## config.mk

```make
export PLATFORM = sky130hd
export DESIGN_NAME = cau_cordic
export DESIGN_NICKNAME = d
export VERILOG_FILES = /design/src/rtl/core/complex_arithmetic_unit_defines.svh /design/src/rtl/core/cau_pkg.sv /design/src/rtl/core/cau_cordic.sv
export SDC_FILE = /design/constraint.sdc
export NUM_CORES = 2
export LEC_CHECK = 0
export BUFFER_PORTS_ARGS = -buffer_cell sky130_fd_sc_hd__buf_2
export CAP_MARGIN = 20
export CORE_ASPECT_RATIO = 0.75
export CORE_UTILIZATION = 45
export CTS_CLUSTER_DIAMETER = 30
export DETAILED_ROUTE_END_ITERATION = 10
export PLACE_DENSITY_LB_ADDON = 0.08
export SLEW_MARGIN = 20
export SYNTH_ARGS = -nofsm -noshare
export SYNTH_HDL_FRONTEND = slang
export SYNTH_SLANG_ARGS = --single-unit
export TNS_END_PERCENT = 10
```

## constraint.sdc

```tcl
create_clock -name clk -period 13.8 [get_ports clk]
set_clock_uncertainty 0.1 [all_clocks]
set_input_delay 4.14 -clock clk [delete_from_list [all_inputs] [get_ports clk]]
set_output_delay 4.14 -clock clk [all_outputs]
set_load 0.005 [all_outputs]
```

## src/rtl/core/complex_arithmetic_unit_defines.svh

```systemverilog
// ----------------------------------------------------------------------------
// Complex arithmetic unit assertion macros
// Shared property forms for the checks at the end of the top level.
// ----------------------------------------------------------------------------
`ifndef COMPLEX_ARITHMETIC_UNIT_DEFINES_SVH
`define COMPLEX_ARITHMETIC_UNIT_DEFINES_SVH

// same-cycle implication, checked at every clk edge outside reset
`define CAU_ASSERT_IMPLY(lbl, ante, cons, msg) \
    lbl: assert property (@(posedge clk) disable iff (!rst_n) (ante) |-> (cons)) \
        else $error(msg);

// implication with a fixed delay in cycles
`define CAU_ASSERT_DELAY(lbl, ante, dly, cons, msg) \
    lbl: assert property (@(posedge clk) disable iff (!rst_n) (ante) |-> ##dly (cons)) \
        else $error(msg);

`endif

```

## src/rtl/core/cau_pkg.sv

```systemverilog
// ----------------------------------------------------------------------------
// Complex arithmetic unit package
// Item types, opcodes, stage structs and the CORDIC angle table.
// ----------------------------------------------------------------------------
`default_nettype none

package cau_pkg;

    localparam int FRAC_BITS_DEF    = 8;
    localparam int CORDIC_STEPS_DEF = 16;
    localparam int ANG_FRAC         = 16;
    localparam int ATAN_LEN         = 24;

    typedef enum logic [2:0] {
        OP_ADD   = 3'd0,
        OP_SUB   = 3'd1,
        OP_MUL   = 3'd2,
        OP_DIV   = 3'd3,
        OP_CONJ  = 3'd4,
        OP_MAG   = 3'd5,
        OP_ANGLE = 3'd6
    } cau_op_t;

    typedef struct packed {
        logic [2:0]         op;
        logic signed [15:0] a_re;
        logic signed [15:0] a_im;
        logic signed [15:0] b_re;
        logic signed [15:0] b_im;
    } cau_in_t;

    typedef struct packed {
        logic signed [31:0] res_re;
        logic signed [31:0] res_im;
        logic               invalid;
        logic               saturated;
    } cau_out_t;

    // operand front end results, one item per cycle
    typedef struct packed {
        logic [2:0]         op;
        logic signed [33:0] simple_re;
        logic signed [33:0] simple_im;
        logic signed [32:0] num_re;
        logic signed [32:0] num_im;
        logic [31:0]        den;
        logic [31:0]        mag_sq;
        logic signed [15:0] a_re;
        logic signed [15:0] a_im;
    } cau_front_t;

    typedef struct packed {
        logic zero_den;
        logic neg_re;
        logic neg_im;
    } cau_div_flags_t;

    // atan(2^-i) in degrees, 16 fraction bits
    function automatic logic [21:0] atan_deg(input int idx);
        logic [21:0] val;
        case (idx)
            0:       val = 22'd2949120;
            1:       val = 22'd1740967;
            2:       val = 22'd919879;
            3:       val = 22'd466945;
            4:       val = 22'd234379;
            5:       val = 22'd117304;
            6:       val = 22'd58666;
            7:       val = 22'd29335;
            8:       val = 22'd14668;
            9:       val = 22'd7334;
            10:      val = 22'd3667;
            11:      val = 22'd1833;
            12:      val = 22'd917;
            13:      val = 22'd458;
            14:      val = 22'd229;
            15:      val = 22'd115;
            16:      val = 22'd57;
            17:      val = 22'd29;
            18:      val = 22'd14;
            19:      val = 22'd7;
            20:      val = 22'd4;
            21:      val = 22'd2;
            22:      val = 22'd1;
            default: val = 22'd0;
        endcase
        return val;
    endfunction

endpackage

`default_nettype wire

```

## src/rtl/core/cau_cordic.sv

```systemverilog
// ----------------------------------------------------------------------------
// Complex arithmetic unit CORDIC
// Pipelined vectoring CORDIC giving the angle of a in degrees.
// ----------------------------------------------------------------------------
`default_nettype none

module cau_cordic #(
    parameter int FRAC_BITS    = cau_pkg::FRAC_BITS_DEF,
    parameter int CORDIC_STEPS = cau_pkg::CORDIC_STEPS_DEF
) (
    input  logic               clk,
    input  logic signed [15:0] a_re,
    input  logic signed [15:0] a_im,
    output logic signed [31:0] angle
);

    localparam int XW = 36;
    localparam int ZW = 27;
    localparam int RSH = cau_pkg::ANG_FRAC - FRAC_BITS;
    localparam logic signed [ZW-1:0] Z90  = ZW'(90 << cau_pkg::ANG_FRAC);
    localparam logic signed [ZW-1:0] ZRND = ZW'(1 << (RSH - 1));

    logic signed [XW-1:0] x_reg  [0:CORDIC_STEPS];
    logic signed [XW-1:0] x_next [0:CORDIC_STEPS];
    logic signed [XW-1:0] y_reg  [0:CORDIC_STEPS];
    logic signed [XW-1:0] y_next [0:CORDIC_STEPS];
    logic signed [ZW-1:0] z_reg  [0:CORDIC_STEPS];
    logic signed [ZW-1:0] z_next [0:CORDIC_STEPS];
    logic                 zero_reg  [0:CORDIC_STEPS];
    logic                 zero_next [0:CORDIC_STEPS];
    logic signed [31:0]   out_reg;

    always_comb
    begin
        logic signed [XW-1:0] xi;
        logic signed [XW-1:0] yi;
        logic signed [XW-1:0] dx;
        logic signed [XW-1:0] dy;
        logic signed [ZW-1:0] za;
        xi = XW'(a_re) <<< 16;
        yi = XW'(a_im) <<< 16;
        zero_next[0] = (a_re == '0) && (a_im == '0);
        // left half plane: rotate by 90 degrees first
        if (xi < 0)
        begin
            if (yi >= 0)
            begin
                x_next[0] = yi;
                y_next[0] = -xi;
                z_next[0] = Z90;
            end
            else
            begin
                x_next[0] = -yi;
                y_next[0] = xi;
                z_next[0] = -Z90;
            end
        end
        else
        begin
            x_next[0] = xi;
            y_next[0] = yi;
            z_next[0] = '0;
        end
        for (int k = 0; k < CORDIC_STEPS; k++)
        begin
            dx = y_reg[k] >>> k;
            dy = x_reg[k] >>> k;
            za = ZW'(cau_pkg::atan_deg(k));
            if (y_reg[k] >= 0)
            begin
                x_next[k+1] = x_reg[k] + dx;
                y_next[k+1] = y_reg[k] - dy;
                z_next[k+1] = z_reg[k] + za;
            end
            else
            begin
                x_next[k+1] = x_reg[k] - dx;
                y_next[k+1] = y_reg[k] + dy;
                z_next[k+1] = z_reg[k] - za;
            end
            zero_next[k+1] = zero_reg[k];
        end
    end

    always_ff @(posedge clk)
    begin
        x_reg    <= x_next;
        y_reg    <= y_next;
        z_reg    <= z_next;
        zero_reg <= zero_next;
        out_reg  <= zero_reg[CORDIC_STEPS] ? '0
                    : 32'((z_reg[CORDIC_STEPS] + ZRND) >>> RSH);
    end

    assign angle = out_reg;

endmodule

`default_nettype wire

```

# Word-level counts from Yosys, hierarchy flattened
# Index checks and enable logic that the tools add are counted.
# W data, S select, Z words.
# classes
addsub,92
n_lt_le_gt_ge,18
mux,50
bitwise_logic,1
reduce_logical,5
# ops
operator,n
$mux W36,33
$ge A36 B1 Y1 const B,16
$mux W27,17
$add A36 B23 Y36,2
$add A36 B24 Y36,2
$add A36 B25 Y36,2
$add A36 B26 Y36,2
$add A36 B27 Y36,2
$add A36 B28 Y36,2
$add A36 B29 Y36,2
$add A36 B30 Y36,2
$add A36 B31 Y36,2
$add A36 B32 Y36,2
$add A36 B33 Y36,2
$add A36 B34 Y36,2
$add A36 B35 Y36,2
$neg A32 Y36,2
$sub A36 B23 Y36,2
$sub A36 B24 Y36,2
$sub A36 B25 Y36,2
$sub A36 B26 Y36,2
$sub A36 B27 Y36,2
$sub A36 B28 Y36,2
$sub A36 B29 Y36,2
other kinds (50),58
# word_totals
register_bits,1612
wordCells,234

# Longest topological paths before layout
# logic_depth
word_depth,3
mapped_depth,21
depth_no_buf,21

# Worst setup path before layout
# No wires, ideal clock.
# synth_path
path_kind,input to register
startpoint,input port a_im[0]
endpoint,register x_reg[602] (netlist bit)
setup_ns,0.121
arrival_ns,5.457
path_slack_ns,8.122
cell_stages,7
n_path_buf,0
cell_sequence,inv_1 -> ha_1 -> nand2_1 -> or3_1 -> o41ai_1 -> xnor2_1 -> mux2_2
# synth_rtl
item,line_no,rtl
from (decl),cau_cordic.sv:13,"input logic signed [15:0] a_im,"
to (signal assigned),cau_cordic.sv:88,x_reg <= x_next;
to (decl),cau_cordic.sv:23,logic signed [XW-1:0] x_reg [0:CORDIC_STEPS];

==> metrics.csv <==
stage;metric;value;unit
status;status;finished clean;
logic_synthesis;Synth Area in Adders;0.166;
finish;most frequent cells in the layout;dfxtp_1 (1314), ha_1 (1268), xnor2_1 (1040), a21oi_1 (1018), nor2_1 (916);
cts;Num CTS Buffers;288;
logic_synthesis;Synth cell types;88;
logic_synthesis;Synth top area share;0.267;
timing;Rel. slew slack;0.291;
detailed_routing;final WL;278000;um
timing;Hold Vio Cnt, Final;0;
place;I/O Buffers;64;
logic_synthesis;Async S/R FF share, synth;0;
finish;commonest non-fill, non-tap cell in the layout;dfxtp_1;
finish;area of the multi-input gates;0.0704;mm^2
logic_synthesis;Synth Register Bits;1326;
global_route;GRT Util Overall;0.242;
logic_synthesis;post-synth top area cell;dfxtp_1;
timing;WHS;0.216;ns
finish;Sequential Area;0.0266;mm^2
place;global placement routability congestion;0.924;
finish;Fillers;20700;
finish;Nets;13300;
logic_synthesis;Synth Instances;11800;
global_route;pin count of the biggest net entering global routing;74;
detailed_routing;post-DR wirelength/cell;18.4;um
detailed_routing;DRC;0;
timing;fin crit period;6.24;ns
global_route;initial antenna violation count;4;
logic_synthesis;Synth Area in Compound Gates;0.232;
global_route;gr ovfl total;0;
cts;CTS tree;built;
cts;H-tree lvl count;5;
cts;clock slew at reported path FFs;0.05;ns
place;Inst Count DP;14600;
setup_path;WP data required;14.41;ns
floorplanning;Die H;409;um
cts;postcts setup bufs;0;
setup_path;CP Max Fanout;6;
hold_path;Hold Path Class;reg2reg;
setup_path;WP buf/inv;1;
detailed_routing;initial drt markers;6354;
floorplanning;# IOs;65;
floorplanning;core box area;0.218;mm^2
detailed_routing;Via density;5.68;
setup_path;CP endpoint kind;flop;
cts;insertion delay of the later-clocked pin in the worst-skew pair;0.84;ns
finish;fraction of layout cells with a size suffix above 1;0.0595;
run;Max Cap Viol;0;
logic_synthesis;largest family of logic cells by synthesized area;compound AO/OA/AOI/OAI gates;
setup_path;critical path type;reg2reg;
cts;post-CTS sizing;0;
logic_synthesis;largest cells by area after synthesis;dfxtp_1 (27%), ha_1 (16%), xnor2_1 (9.2%), xor2_1 (5.7%), a21oi_1 (5.1%);
logic_synthesis;Cell Area, Synth;0.0994;mm^2
timing;fmax;160;MHz
setup_path;Startpoint Class;flop;
setup_path;critical path cell sequence;or3_4, or4_4, or3_4, or4_1, or4_4, o31ai_1, xor2_1, ha_1, nand2_1, inv_1, nand4_1, or2_2, a211oi_1, o41ai_1, a211oi_1, o41ai_1, nor2_1, a311o_1;
timing;Final setup viols;0;
logic_synthesis;mux cell area share after synthesis;0.00306;
finish;Area Overhead vs Synth;13.5;%
global_route;first-pass GRT wire length;440000;um
setup_path;CP max-delay cell;o41ai_1;
timing;period utilisation layout;0.452;
timing;slew of the pin with the lowest slew margin;1.06;ns
setup_path;critical path's top delay family;simple AND/OR/NAND/NOR gates;
cts;Root Driver;clkbuf_16;
timing;setup_tns;0;ns
setup_path;Worst EP arrival;6.85;ns
finish;Non-Filler Instances;15100;
detailed_routing;total number of vias;85900;
cts;clk sinks;1326;
logic_synthesis;Simple-Gate Fraction of Synth Area;0.155;
timing;unrepaired setup endpoints after global routing;false;
logic_synthesis;ys flop type;dfxtp_1;
global_route;vias in the first global route;81100;
floorplanning;Initial Util;0.456;
place;DP HPWL;223000;um
logic_synthesis;Post-synth EDFFs;0;
logic_synthesis;register area share after synthesis;0.267;
logic_synthesis;xor/xnor share of the synthesized area;0.149;
setup_path;slowest stage delay, CP;0.85;ns
finish;max reg flops;464;
logic_synthesis;mean post-synth cell area;8.43;um^2
cts;hold buffer count at CTS;0;
detailed_routing;Initial DRT Pass Iterations;9;
floorplanning;DIE AREA;0.223;mm^2
floorplanning;FP Rows;148;
timing;fin. max-slew vios;0;
cts;Max clock buf depth;4;
detailed_routing;Routed Antenna Nets;0;
floorplanning;die width;545;um
logic_synthesis;Ys Warns;0;
[cells in the mapped netlist (all sizes together), types with 96 or more instances]
library cell  count
dfxtp          1326
ha             1268
xnor2          1040
a21oi          1018
nor2            916
nand2           731
o21ai           701
xor2            648
a21o            560
inv             453
nand3           224
clkbuf          219
nor3            212
o31ai           206
o21a            183
nand2b          171
nor2b           157
o21bai          156
or3             135
o41ai           115
a31oi           112
nand4            97
a211oi           96
nor4             96
[stage by stage]
step,util,cell area [um^2],setup WS [ns]
2_1_floorplan,-,99700,8.12
3_3_place_gp,0.472,103000,7.67
3_5_place_dp,0.472,103000,7.62
4_1_cts,0.517,113000,7.60
5_1_grt,0.517,113000,7.27
6_report,0.517,113000,7.56
[cells by family (layout without fill, tap and decap cells)]
group,count (synthesis),count (layout)
adder cells (fa/ha/maj),1302,1302
flip-flops,1326,1326
AND/OR/NAND/NOR,3148,3148
multiplexers,30,30
other,1,82
XOR/XNOR,1688,1688
AO/OA/AOI/OAI,3577,3577
buffers and inverters,714,1057
[area by class of cell]
type / count / share of cell area
flip-flops and latches: 1326 / 0.235
repair buffers: 90 / 0.00457
inverters: 457 / 0.0152
diodes: 1 / 0.0000222
multi-input cells: 9826 / 0.624
well taps: 2925 / 0.0324
clock buffers: 356 / 0.0704
clock inverters: 154 / 0.0179
[worst paths after layout]
path	start	endpoint	slack, ns	cells after the start
worst max-delay path	x_reg[124]$_DFF_P_	y_reg[107]$_DFF_P_	7.56	18
worst min register to register	zero_next[11]$_DFF_P_	zero_next[10]$_DFF_P_	0.22	0
worst min-delay path	zero_next[11]$_DFF_P_	zero_next[10]$_DFF_P_	0.22	0
worst max register to register	x_reg[124]$_DFF_P_	y_reg[107]$_DFF_P_	7.56	18
[layer usage]
metal | vias to the layer above | share of wire | global-route usage | routed length (um)
li1 | 43200 | - | - | -
met1 | 40100 | 0.51 | 0.361 | 142000
met2 | 2133 | 0.40 | 0.351 | 112000
met3 | 437 | 0.061 | 0.0431 | 17000
met4 | 6 | 0.023 | 0.0621 | 6490
met5 | - | 0.00014 | 0 | 39
[worst register-to-register path, cell delays in order, from the launching register on]
cell and delay, ns:
dfxtp_1 0.33, or3_4 0.40, or4_4 0.53, or3_4 0.36, or4_1 0.43, or4_4 0.47
o31ai_1 0.27, xor2_1 0.18, ha_1 0.32, nand2_1 0.16, inv_1 0.06, nand4_1 0.13
or2_2 0.13, a211oi_1 0.05, o41ai_1 0.66, a211oi_1 0.21, o41ai_1 0.85, nor2_1 0.10
a311o_1 0.39
Power is not shown: default switching activity piles up to over one toggle a cycle in this logic, so the estimate is an artifact.
