--- src/rtl/core/complex_arithmetic_unit_defines.svh ---
// ----------------------------------------------------------------------------
// Complex arithmetic unit assertion macros
// Shared property forms for the checks at the end of the top level.
// ----------------------------------------------------------------------------
`ifndef COMPLEX_ARITHMETIC_UNIT_DEFINES_SVH
`define COMPLEX_ARITHMETIC_UNIT_DEFINES_SVH

// same-cycle implication, checked at every clk edge outside reset
`define CAU_ASSERT_IMPLY(lbl, ante, cons, msg) \
    lbl: assert property (@(posedge clk) disable iff (!rst_n) (ante) |-> (cons)) \
        else $error(msg);

// implication with a fixed delay in cycles
`define CAU_ASSERT_DELAY(lbl, ante, dly, cons, msg) \
    lbl: assert property (@(posedge clk) disable iff (!rst_n) (ante) |-> ##dly (cons)) \
        else $error(msg);

`endif

--- src/rtl/core/cau_sqrt.sv ---
// ----------------------------------------------------------------------------
// Complex arithmetic unit square root
// Pipelined digit-by-digit square root, rounded to nearest.
// ----------------------------------------------------------------------------
`default_nettype none

module cau_sqrt (
    input  logic        clk,
    input  logic [31:0] sq,
    output logic [15:0] root
);

    localparam int STEPS = 16;

    logic [31:0] s_reg     [0:STEPS];
    logic [31:0] s_next    [0:STEPS];
    logic [17:0] rem_reg   [0:STEPS];
    logic [17:0] rem_next  [0:STEPS];
    logic [15:0] root_reg  [0:STEPS];
    logic [15:0] root_next [0:STEPS];
    logic [15:0] out_reg;

    always_comb
    begin
        logic [19:0] trial;
        logic [19:0] test;
        logic        ge;
        s_next[0]    = sq;
        rem_next[0]  = '0;
        root_next[0] = '0;
        for (int k = 0; k < STEPS; k++)
        begin
            trial = {rem_reg[k], s_reg[k][31:30]};
            test  = {2'b00, root_reg[k], 2'b01};
            ge    = (trial >= test);
            rem_next[k+1]  = ge ? 18'(trial - test) : trial[17:0];
            root_next[k+1] = {root_reg[k][14:0], ge};
            s_next[k+1]    = {s_reg[k][29:0], 2'b00};
        end
    end

    always_ff @(posedge clk)
    begin
        s_reg    <= s_next;
        rem_reg  <= rem_next;
        root_reg <= root_next;
        // remainder is sq - root^2; round up when it exceeds root
        out_reg  <= root_reg[STEPS]
                    + 16'(rem_reg[STEPS] > {2'b00, root_reg[STEPS]});
    end

    assign root = out_reg;

endmodule

`default_nettype wire

--- config.mk ---
export PLATFORM = sky130hd
export DESIGN_NAME = cau_sqrt
export DESIGN_NICKNAME = d
export VERILOG_FILES = /design/src/rtl/core/complex_arithmetic_unit_defines.svh /design/src/rtl/core/cau_sqrt.sv
export SDC_FILE = /design/constraint.sdc
export NUM_CORES = 1
export LEC_CHECK = 0
export BUFFER_PORTS_ARGS = -buffer_cell sky130_fd_sc_hd__buf_2
export CELL_PAD_IN_SITES_DETAIL_PLACEMENT = 1
export CELL_PAD_IN_SITES_GLOBAL_PLACEMENT = 2
export CORE_ASPECT_RATIO = 0.6
export CORE_MARGIN = 1
export CORE_UTILIZATION = 41
export CTS_CLUSTER_DIAMETER = 200
export DETAILED_ROUTE_END_ITERATION = 7
export PLACE_DENSITY_LB_ADDON = 0.3
export SLEW_MARGIN = 20
export SYNTH_ARGS = -nofsm -noshare
export SYNTH_HDL_FRONTEND = slang
export SYNTH_SLANG_ARGS = --single-unit
export TNS_END_PERCENT = 50
--- constraint.sdc ---
create_clock -name clk -period 3.73 [get_ports clk]
set_clock_uncertainty 0.15 [all_clocks]
set_input_delay 0.5595 -clock clk [delete_from_list [all_inputs] [get_ports clk]]
set_output_delay 0.5595 -clock clk [all_outputs]
set_load 0.005 [all_outputs]
* Word-level counts from Yosys, hierarchy flattened *
Cells that the tools add are included.

word-level totals
  input port bits = 33
  bits in registers = 697
  logic and storage cells = 100

cells by class
  order comparisons = 17
  $add $sub $neg = 17
  mux-type cells = 16

operator list
  operator                        count
  two-way mux 18 bit              15
  >= comparator 20 x 10 -> 1 bit  1
  >= comparator 20 x 11 -> 1 bit  1
  >= comparator 20 x 12 -> 1 bit  1
  >= comparator 20 x 13 -> 1 bit  1
  >= comparator 20 x 14 -> 1 bit  1
  >= comparator 20 x 15 -> 1 bit  1
  >= comparator 20 x 16 -> 1 bit  1
  >= comparator 20 x 17 -> 1 bit  1
  >= comparator 20 x 3 -> 1 bit   1
  >= comparator 20 x 4 -> 1 bit   1
  >= comparator 20 x 5 -> 1 bit   1
  >= comparator 20 x 6 -> 1 bit   1
  >= comparator 20 x 7 -> 1 bit   1
  >= comparator 20 x 8 -> 1 bit   1
  >= comparator 20 x 9 -> 1 bit   1
  > comparator 18 x 16 -> 1 bit   1
  subtractor 18 x 10 -> 18 bit    1
  subtractor 18 x 11 -> 18 bit    1
  subtractor 18 x 12 -> 18 bit    1
  subtractor 18 x 13 -> 18 bit    1
  subtractor 18 x 14 -> 18 bit    1
  subtractor 18 x 15 -> 18 bit    1
  subtractor 18 x 16 -> 18 bit    1
  12 further kinds                12

* Longest topological paths before layout *
Gate-level depths: netlist of the first run.

  word-level depth = 2
  depth in mapped cells = 13

* Least setup slack after synthesis of the first run *
OpenSTA, ideal clock, no wires.

  kind = register -> register
  start = reg root_reg, in the netlist root_next[36]
  end = reg rem_reg[36] (netlist name)
  setup time = 127 ps
  data required time = 3453 ps
  arrival = 2480 ps
  path slack = 973 ps
  path buffers = 2
  cell stages (with the launch flop) = 11
  clock period less this slack = 2757 ps
  path through = dfxtp_1 -> inv_1 -> ha_1 -> a211oi_1 -> nor2_1 -> o41a_1 -> or3_1 -> a211o_1 -> clkbuf_1 -> buf_1 -> xnor2_1

RTL lines
  what                    line            source
  start, declared         cau_sqrt.sv:19  logic [15:0] root_reg [0:STEPS];
  start signal, assigned  cau_sqrt.sv:46  root_reg <= root_next;
  end signal, assigned    cau_sqrt.sv:45  rem_reg <= rem_next;
  end, declared           cau_sqrt.sv:17  logic [17:0] rem_reg [0:STEPS];

==> run_results.csv, run 1 <==
group,metric,value,unit
synth,ys_seq_area_share,54.8,%
finish,largest_register_ffs,268,
clock_tree,cts.sinks,692,
finish,drive_gt1_share,8.66,%
finish,final_area,0.0291,mm²
timing,worst_pin_slew,0.840,ns
timing,slew_viol_final,0,
clock_tree,h-tree-depth,3,
setup_path,r2r_start,"root_next[35]",
synth,ys_types,75,
grt,gr-usage-all-layers,19.9,%
routing,wire_per_inst,17.6,µm
synth,synth_top_area_share,54.8,%
die,io_pins,49,
setup_path,arrival,3.85,ns
finish,area_growth,15.2,%
die,floorplan.core_area,0.0609,mm²
grt,grt_pass1_wl,98600,µm
setup_path,crit_type,"reg2reg",
die,std_cell_rows,70,
grt,globalRoute.totalOverflow,0,
die,dieArea,0.0627,mm²
finish,layout_commonest_cell,"dfxtp_1",
die,dieHeight,194,µm
synth,synth_edf_count,0,
setup_path,reg2reg_slack,0.29,ns
die,start_util,41.5,%
setup_path,end_kind,"flop",
timing,worst_hold_slack,0.170,ns
clock_tree,root_buffer,"clkbuf_16",
synth,synth-main-ff-cell,"dfxtp_1",
finish,num-nets-final,2803,
clock_tree,clk_pin_slew,0.07,ns
timing,setup_violations,0,
routing,drt-pass1-iter-count,5,
synth,synth_area_leaders,"dfxtp_1 55%, ha_1 8.6%, xnor2_1 3.7%",
pwr,ir_drop,450,µV
timing,tns,0,ns
timing,hold_violations,0,
routing,finalWirelength,61200,µm
run,drv_cap,0,
routing,routed-via-count,17548,
run_status,status,"complete, no violations",
setup_path,start_kind,"flop",
timing,slew_headroom,43.3,%
synth,yosys.area_share.simple,12.4,%
grt,grt_pass1_vias,17580,
synth,synth-xor-area-share,7.11,%
placement,portBuffers,48,
clock_tree,cts_buffers,66,
synth,syn_area,0.0253,mm²
synth,synthMuxAreaShare,1.90,%
routing,drc,0,
synth,synth_adder_area_share,8.57,%
setup_path,crit_fanout,17,
finish,layout_common_cells,"692 x dfxtp_1, 205 x inv_1, 173 x ha_1",
die,die_x,322,µm
grt,antenna_found_initial,0,
synth,async_reset_ff_share,0,%
clock_tree,clock_latency,0.63,ns
pwr,power,21.2,mW
pwr,p_per_area,729,mW/mm²
min_path,min_delay_path_depth,0,
clock_tree,clock_path_buffers,3,
synth,synth_nets,2672,
clock_tree,cts_setup_buffers,0,
placement,placed_area,0.0266,mm²
timing,finalCritPeriodShare,92.3,%
clock_tree,tritoncts,"yes",
grt,grt_max_degree,27,
synth,ys_warn_count,0,
synth,avgSynthCellArea,10.2,µm²
min_path,worstHoldEndpoint,"s_next[408]",
routing,ant_nets,0,
timing,max_freq,291,MHz
timing,layout_min_cycle_time,3.44,ns
min_path,hold_path.class,"reg2reg",
timing,rsz0062_at_grt,"false",
routing,drt_iter0_markers,1170,
synth,synthCells,2466,
setup_path,required,4.14,ns
pwr,leakage,13.5,nW
placement,gp_congestion,0.914,
setup_path,rr_endpoint,"rem_reg[41]",
synth,synth_top_family_by_area,"simple AND/OR/NAND/NOR gates",
setup_path,rr_worst_depth,10,
min_path,hold_start,"s_next[438]",
routing,viasPerCell,5.05,
synth,ys_seq_elements,692,
synth,synth-compound-area-share,11.4,%
placement,dpl.hpwl,46500,µm
synth,yosysTopAreaCell,"dfxtp_1",
layer usage:
layer  global-route usage, %  up-vias  part of all wire (%)
met4                    4.43        0                   1.5
met3                    3.98       75                   5.1
met1                    33.2     8469                    58
li1                        -     8708                     -
met5                       0        -                     0
met2                    25.2      296                    36
stage by stage:
step	setup slack [ns]	utilization, %	cells
6_report	0.289	47.8	3474
5_1_grt	0.0809	47.8	3473
4_1_cts	0.345	47.8	3473
3_3_place_gp	0.480	43.7	3325
3_5_place_dp	0.387	43.7	3325
2_1_floorplan	0.973	-	2466
layout make-up:
type	count	area, µm²
Antenna cell	1	2.50
Fill cell	6717	31800
Sequential cell	692	13900
Inverter	207	778
Clock buffer	92	1880
Tap cell	828	1040
Clock inverter	24	323
Multi-Input combinational cell	1528	10500
Timing Repair Buffer	102	726
how the worst max path moves through the flow:
stage | from | end | slack, ns
after floorplan | root_next[36] | rem_reg[36] | 0.97
after global placement | root_next[163] | rem_reg[197] | 0.48
after detailed placement | root_next[38] | rem_reg[41] | 0.39
after CTS | root_next[35] | rem_reg[41] | 0.34
after global routing | root_reg[3] | root[15] | 0.08
final | root_next[35] | rem_reg[41] | 0.29
Yosys cell counts, types with 8 or more instances:
master,n
dfxtp_1,692
a31oi_1,12
and3_1,8
a21o_1,42
a21oi_1,135
o21a_1,25
nand3_1,41
xor2_1,98
o31ai_1,16
a211o_1,11
clkbuf_1,33
nand4_1,21
ha_1,173
o21ai_0,138
or4_1,17
mux2i_1,12
o211ai_1,11
nor2b_1,18
nor2_1,155
nor3b_1,9
mux2_2,32
inv_1,205
nand2b_1,27
nor4_1,35
xnor2_1,107
or3_1,30
a211oi_1,20
nand2_1,170
nor3_1,63
or2_2,9
power by group:
| part | internal [mW] | total [mW] | switching (mW) |
|---|---|---|---|
| logic | 2.06 | 4.72 | 2.66 |
| clock network | 3.74 | 6.69 | 2.95 |
| registers | 8.81 | 9.82 | 1.01 |
| total | 14.6 | 21.2 | 6.62 |
kinds of logic after synthesis:
kind of cell | Yosys count
AO/OA/AOI/OAI | 469
XOR/XNOR | 205
adder cells (fa/ha/maj) | 173
buffers and inverters | 246
flip-flops | 692
multiplexers | 44
other | 1
AND/OR/NAND/NOR | 636
timing repair:
action / CTS / global route
hold buffers: 32 / 0
resized for setup: 0 / 0
endpoints found under the hold margin: 32 / 0
worst max-delay path, stage by stage, from the launching register on:
cell and delay [ns]:
dfxtp_1 0.36, inv_1 0.06, ha_1 0.39, nand4_1 0.28, a211oi_1 0.47, o41a_1 0.39, or3_1 0.19, a211o_1 0.59
buf_4 0.31, nor2_1 0.06, a21oi_1 0.11
No activity file was read; power rests on OpenSTA's default activity.
==> run 2, diff against run 1 <==
--- a/config.mk
+++ b/config.mk
@@ -6,11 +6,9 @@
 export NUM_CORES = 1
 export LEC_CHECK = 0
 export BUFFER_PORTS_ARGS = -buffer_cell sky130_fd_sc_hd__buf_2
-export CELL_PAD_IN_SITES_DETAIL_PLACEMENT = 1
-export CELL_PAD_IN_SITES_GLOBAL_PLACEMENT = 2
 export CORE_ASPECT_RATIO = 0.6
 export CORE_MARGIN = 1
-export CORE_UTILIZATION = 41
+export CORE_UTILIZATION = 52
 export CTS_CLUSTER_DIAMETER = 200
 export DETAILED_ROUTE_END_ITERATION = 7
 export PLACE_DENSITY_LB_ADDON = 0.3
@@ -18,4 +16,3 @@
 export SYNTH_ARGS = -nofsm -noshare
 export SYNTH_HDL_FRONTEND = slang
 export SYNTH_SLANG_ARGS = --single-unit
-export TNS_END_PERCENT = 50
==> run_results.csv, run 2 (synthesized netlist as in run 1, its figures left out) <==
group,metric,value,unit
grt,grt_max_degree,30,
setup_path,cp_top_family,"compound AO/OA/AOI/OAI gates",
clock_tree,tritoncts,"yes",
clock_tree,clock_latency,0.61,ns
routing,drt_iter0_markers,1482,
routing,drc,0,
setup_path,crit_fanout,26,
timing,tns,0,ns
placement,portBuffers,48,
setup_path,arrival,3.67,ns
grt,antenna_found_initial,1,
clock_tree,cts_buffers,58,
min_path,min_delay_path_depth,0,
grt,grt_pass1_vias,16435,
run_status,status,"complete, no violations",
pwr,p_per_area,727,mW/mm²
clock_tree,root_buffer,"clkbuf_16",
routing,wire_per_inst,16.3,µm
setup_path,rr_worst_depth,9,
setup_path,crit_chain,"inv_1 > ha_1 > nand4_1 > a211oi_1 > o41a_1 > or3_1 > a211o_1 > buf_4 > mux2_2",
grt,gr-usage-all-layers,21.7,%
routing,viasPerCell,5.34,
min_path,hold_start,"s_next[506]",
finish,num-nets-final,2790,
clock_tree,h-tree-depth,2,
placement,gp_congestion,0.941,
timing,finalCritPeriodShare,89.9,%
setup_path,cp_slowest_stage_delay,0.56,ns
routing,finalWirelength,53300,µm
placement,dpl.hpwl,39300,µm
finish,largest_register_ffs,268,
finish,layout_common_cells,"692 x dfxtp_1, 205 x inv_1, 173 x ha_1",
finish,area_growth,13.6,%
timing,rsz0062_at_grt,"false",
pwr,ir_drop,493,µV
setup_path,rr_endpoint,"rem_reg[50]",
setup_path,crit_buf_inv,2,
setup_path,crit_type,"reg2reg",
setup_path,cp-startpoint,"root_next[35]",
finish,fin_util,59.9,%
timing,max_freq,298,MHz
clock_tree,clock_path_buffers,3,
min_path,worstHoldEndpoint,"s_next[476]",
finish,diodes,0,
timing,worst_pin_slew,0.894,ns
grt,globalRoute.totalOverflow,0,
setup_path,required,4.04,ns
die,start_util,52.8,%
setup_path,r2r_start,"root_next[35]",
routing,ant_nets,0,
clock_tree,post_cts_resized,0,
routing,routed-via-count,17462,
timing,slew_headroom,39.6,%
finish,layout_commonest_cell,"dfxtp_1",
run,drv_cap,0,
setup_path,cp_slowest_cell,"a211oi_1",
clock_tree,cts.sinks,692,
pwr,leakage,13.4,nW
min_path,hold_path.class,"reg2reg",
timing,hold_violations,0,
clock_tree,clk_pin_slew,0.07,ns
grt,grt_pass1_wl,86800,µm
setup_path,end_kind,"flop",
timing,slew_viol_final,0,
routing,drt-pass1-iter-count,7,
finish,drive_gt1_share,8.33,%
die,std_cell_rows,62,
setup_path,start_kind,"flop",
setup_path,reg2reg_slack,0.38,ns
die,dieArea,0.0495,mm²
die,io_pins,49,
die,die_x,287,µm
timing,setup_violations,0,
die,floorplan.core_area,0.0479,mm²
timing,layout_min_cycle_time,3.35,ns
die,dieHeight,173,µm
==> run 2: worst max-delay path by stage <==
stage                        to  slack [ns]  cells past startpoint
floorplan           rem_reg[36]        0.97                     10
global placement    rem_reg[48]        0.60                     10
detailed placement  rem_reg[48]        0.53                     10
CTS                 rem_reg[48]        0.50                     10
global route           root[15]        0.32                     12
finish              rem_reg[50]        0.38                      9
==> run 2: layout make-up <==
type	instances	area, µm²
Fill cell	3888	19200
Sequential cell	692	13900
Multi-Input combinational cell	1528	10500
Clock buffer	70	1550
Tap cell	640	801
Inverter	207	778
Timing Repair Buffer	97	688
Clock inverter	35	524
==> run 2: layer usage <==
metal,vias up,global-route usage [%],wire length (µm)
li1,8687,-,-
met1,8186,36.3,29300
met2,534,27.8,19200
met3,55,4.56,4160
met4,0,3.88,597
met5,-,0,0
==> run 2: what timing repair did <==
action / CTS / global route
buffers inserted: 0 / 0
hold buffers: 32 / 0
endpoints found under the hold margin: 32 / 0
==> run 2: report_power, final <==
part | switching [mW] | internal, mW
sequential | 0.982 | 8.81
clock | 2.78 | 3.69
combinational | 2.54 | 2.06
==> run 2: per-stage QoR <==
stage          hold slack (ns)  setup slack (ns)  instance area [µm²]  std cells  total power [mW]
6_report                 0.169             0.376                28700       3269              20.9
5_1_grt                  0.174             0.319                28700       3269              22.0
4_1_cts                  0.173             0.499                28700       3269              20.9
3_5_place_dp             0.162             0.530                26300       3132              14.4
3_3_place_gp             0.160             0.604                26300       3132              14.2
2_1_floorplan            0.160             0.973                25300       2466              13.0
==> run 3, diff against run 2 <==
--- a/config.mk
+++ b/config.mk
@@ -6,9 +6,11 @@
 export NUM_CORES = 1
 export LEC_CHECK = 0
 export BUFFER_PORTS_ARGS = -buffer_cell sky130_fd_sc_hd__buf_2
+export CELL_PAD_IN_SITES_DETAIL_PLACEMENT = 1
+export CELL_PAD_IN_SITES_GLOBAL_PLACEMENT = 1
 export CORE_ASPECT_RATIO = 0.6
 export CORE_MARGIN = 1
-export CORE_UTILIZATION = 52
+export CORE_UTILIZATION = 49
 export CTS_CLUSTER_DIAMETER = 200
 export DETAILED_ROUTE_END_ITERATION = 7
 export PLACE_DENSITY_LB_ADDON = 0.3
==> run_results.csv, run 3 (synthesized netlist as in run 1, its figures left out) <==
group,metric,value,unit
grt,antenna_found_initial,2,
pwr,ir_drop,467,µV
timing,finalCritPeriodShare,90.0,%
run_status,status,"complete, no violations",
clock_tree,cts_setup_buffers,0,
die,die_x,295,µm
die,dieHeight,178,µm
setup_path,cp_slowest_stage_delay,0.39,ns
timing,tns,0,ns
timing,hold_violations,0,
routing,viasPerCell,5.40,
pwr,p_per_area,740,mW/mm²
routing,routed-via-count,17966,
finish,area_growth,14.1,%
routing,drc,0,
clock_tree,h-tree-depth,2,
clock_tree,clock_latency,0.65,ns
setup_path,cp_top_family,"compound AO/OA/AOI/OAI gates",
finish,layout_commonest_cell,"dfxtp_1",
routing,ant_nets,0,
die,dieArea,0.0525,mm²
grt,grt_pass1_wl,102000,µm
min_path,hold_path.class,"reg2reg",
finish,layout_common_cells,"692 x dfxtp_1, 205 x inv_1, 173 x ha_1",
finish,drive_gt1_share,8.50,%
setup_path,crit_chain,"inv_1 > ha_1 > nand4_1 > o221ai_1 > a221oi_1 > o21ai_0 > a21oi_1 > o21ai_0 > ha_1 > nand3_2 > nor3_1 > xnor2_1",
setup_path,crit_type,"reg2reg",
setup_path,cp_slowest_cell,"dfxtp_1",
placement,gp_congestion,0.936,
run,drv_cap,0,
pwr,leakage,13.5,nW
setup_path,required,4.09,ns
die,std_cell_rows,64,
grt,globalRoute.totalOverflow,0,
placement,portBuffers,48,
timing,slew_viol_final,0,
timing,setup_violations,0,
setup_path,crit_fanout,5,
setup_path,start_kind,"flop",
placement,placed_area,0.0264,mm²
timing,worst_pin_slew,0.952,ns
die,io_pins,49,
finish,largest_register_ffs,268,
grt,grt_pass1_vias,18447,
grt,gr-usage-all-layers,24.6,%
placement,dpl.hpwl,46900,µm
timing,slew_headroom,35.8,%
finish,final_area,0.0288,mm²
clock_tree,clk_pin_slew,0.07,ns
timing,max_freq,298,MHz
finish,diodes,0,
routing,drt-pass1-iter-count,5,
timing,rsz0062_at_grt,"false",
clock_tree,root_buffer,"clkbuf_16",
timing,layout_min_cycle_time,3.36,ns
clock_tree,cts.sinks,692,
routing,finalWirelength,64400,µm
die,floorplan.core_area,0.0509,mm²
setup_path,crit_buf_inv,1,
clock_tree,tritoncts,"yes",
routing,wire_per_inst,19.4,µm
die,start_util,49.6,%
setup_path,arrival,3.72,ns
routing,drt_iter0_markers,1061,
finish,num-nets-final,2792,
grt,grt_max_degree,27,
clock_tree,clock_path_buffers,3,
clock_tree,cts_buffers,60,
setup_path,end_kind,"flop",
run 3: worst paths after layout:
kind	from	end	slack, ns	cells past startpoint
setup / recovery	root_reg[4]	root[15]	0.37	12
setup reg to reg	root_reg[4]	root[15]	0.37	12
hold reg to reg	root_next[52]	root_next[37]	0.15	0
hold / removal	root_next[52]	root_next[37]	0.15	0
run 3: routing by layer:
metal | vias up | wire (µm) | track usage [%]
li1 | 8671 | - | -
met1 | 8833 | 33400 | 37.9
met2 | 398 | 26500 | 36.4
met3 | 64 | 3770 | 3.97
met4 | 0 | 702 | 4.06
met5 | - | 0 | 0
run 3: final cells by class:
cell class | instances | area [µm²]
Clock buffer | 76 | 1630
Clock inverter | 35 | 500
Fill cell | 5553 | 22100
Inverter | 207 | 778
Multi-Input combinational cell | 1528 | 10500
Sequential cell | 692 | 13900
Tap cell | 693 | 867
Timing Repair Buffer | 97 | 688
run 3: per-stage QoR:
step | total power [mW] | cells | worst slack, ns | hold WS (ns) | util [%]
2_1_floorplan | 13.0 | 2466 | 0.973 | 0.160 | -
3_3_place_gp | 14.3 | 3185 | 0.645 | 0.160 | 51.8
3_5_place_dp | 14.6 | 3185 | 0.510 | 0.163 | 51.8
4_1_cts | 21.4 | 3328 | 0.297 | 0.149 | 56.6
5_1_grt | 22.4 | 3328 | 0.145 | 0.161 | 56.6
6_report | 21.3 | 3328 | 0.372 | 0.153 | 56.6
run 3: power breakdown:
group,leakage [nW],switching (mW),internal [mW]
Clock,1.04,2.86,3.81
Combinational,6.66,2.75,2.08
Sequential,5.80,1.03,8.81
Total,13.5,6.64,14.7
run 3: worst register-to-register path: stages (launching register included):
cell,delay (ns)
dfxtp_1,0.39
inv_1,0.08
ha_1,0.31
nand4_1,0.14
o221ai_1,0.22
a221oi_1,0.17
o21ai_0,0.18
a21oi_1,0.08
o21ai_0,0.34
ha_1,0.39
nand3_2,0.26
nor3_1,0.35
xnor2_1,0.15
run 3: what timing repair did:
action	CTS	global route
hold buffers	32	0
resized for setup	0	1
endpoints found under the hold margin	32	0
setup endpoints to repair	0	1
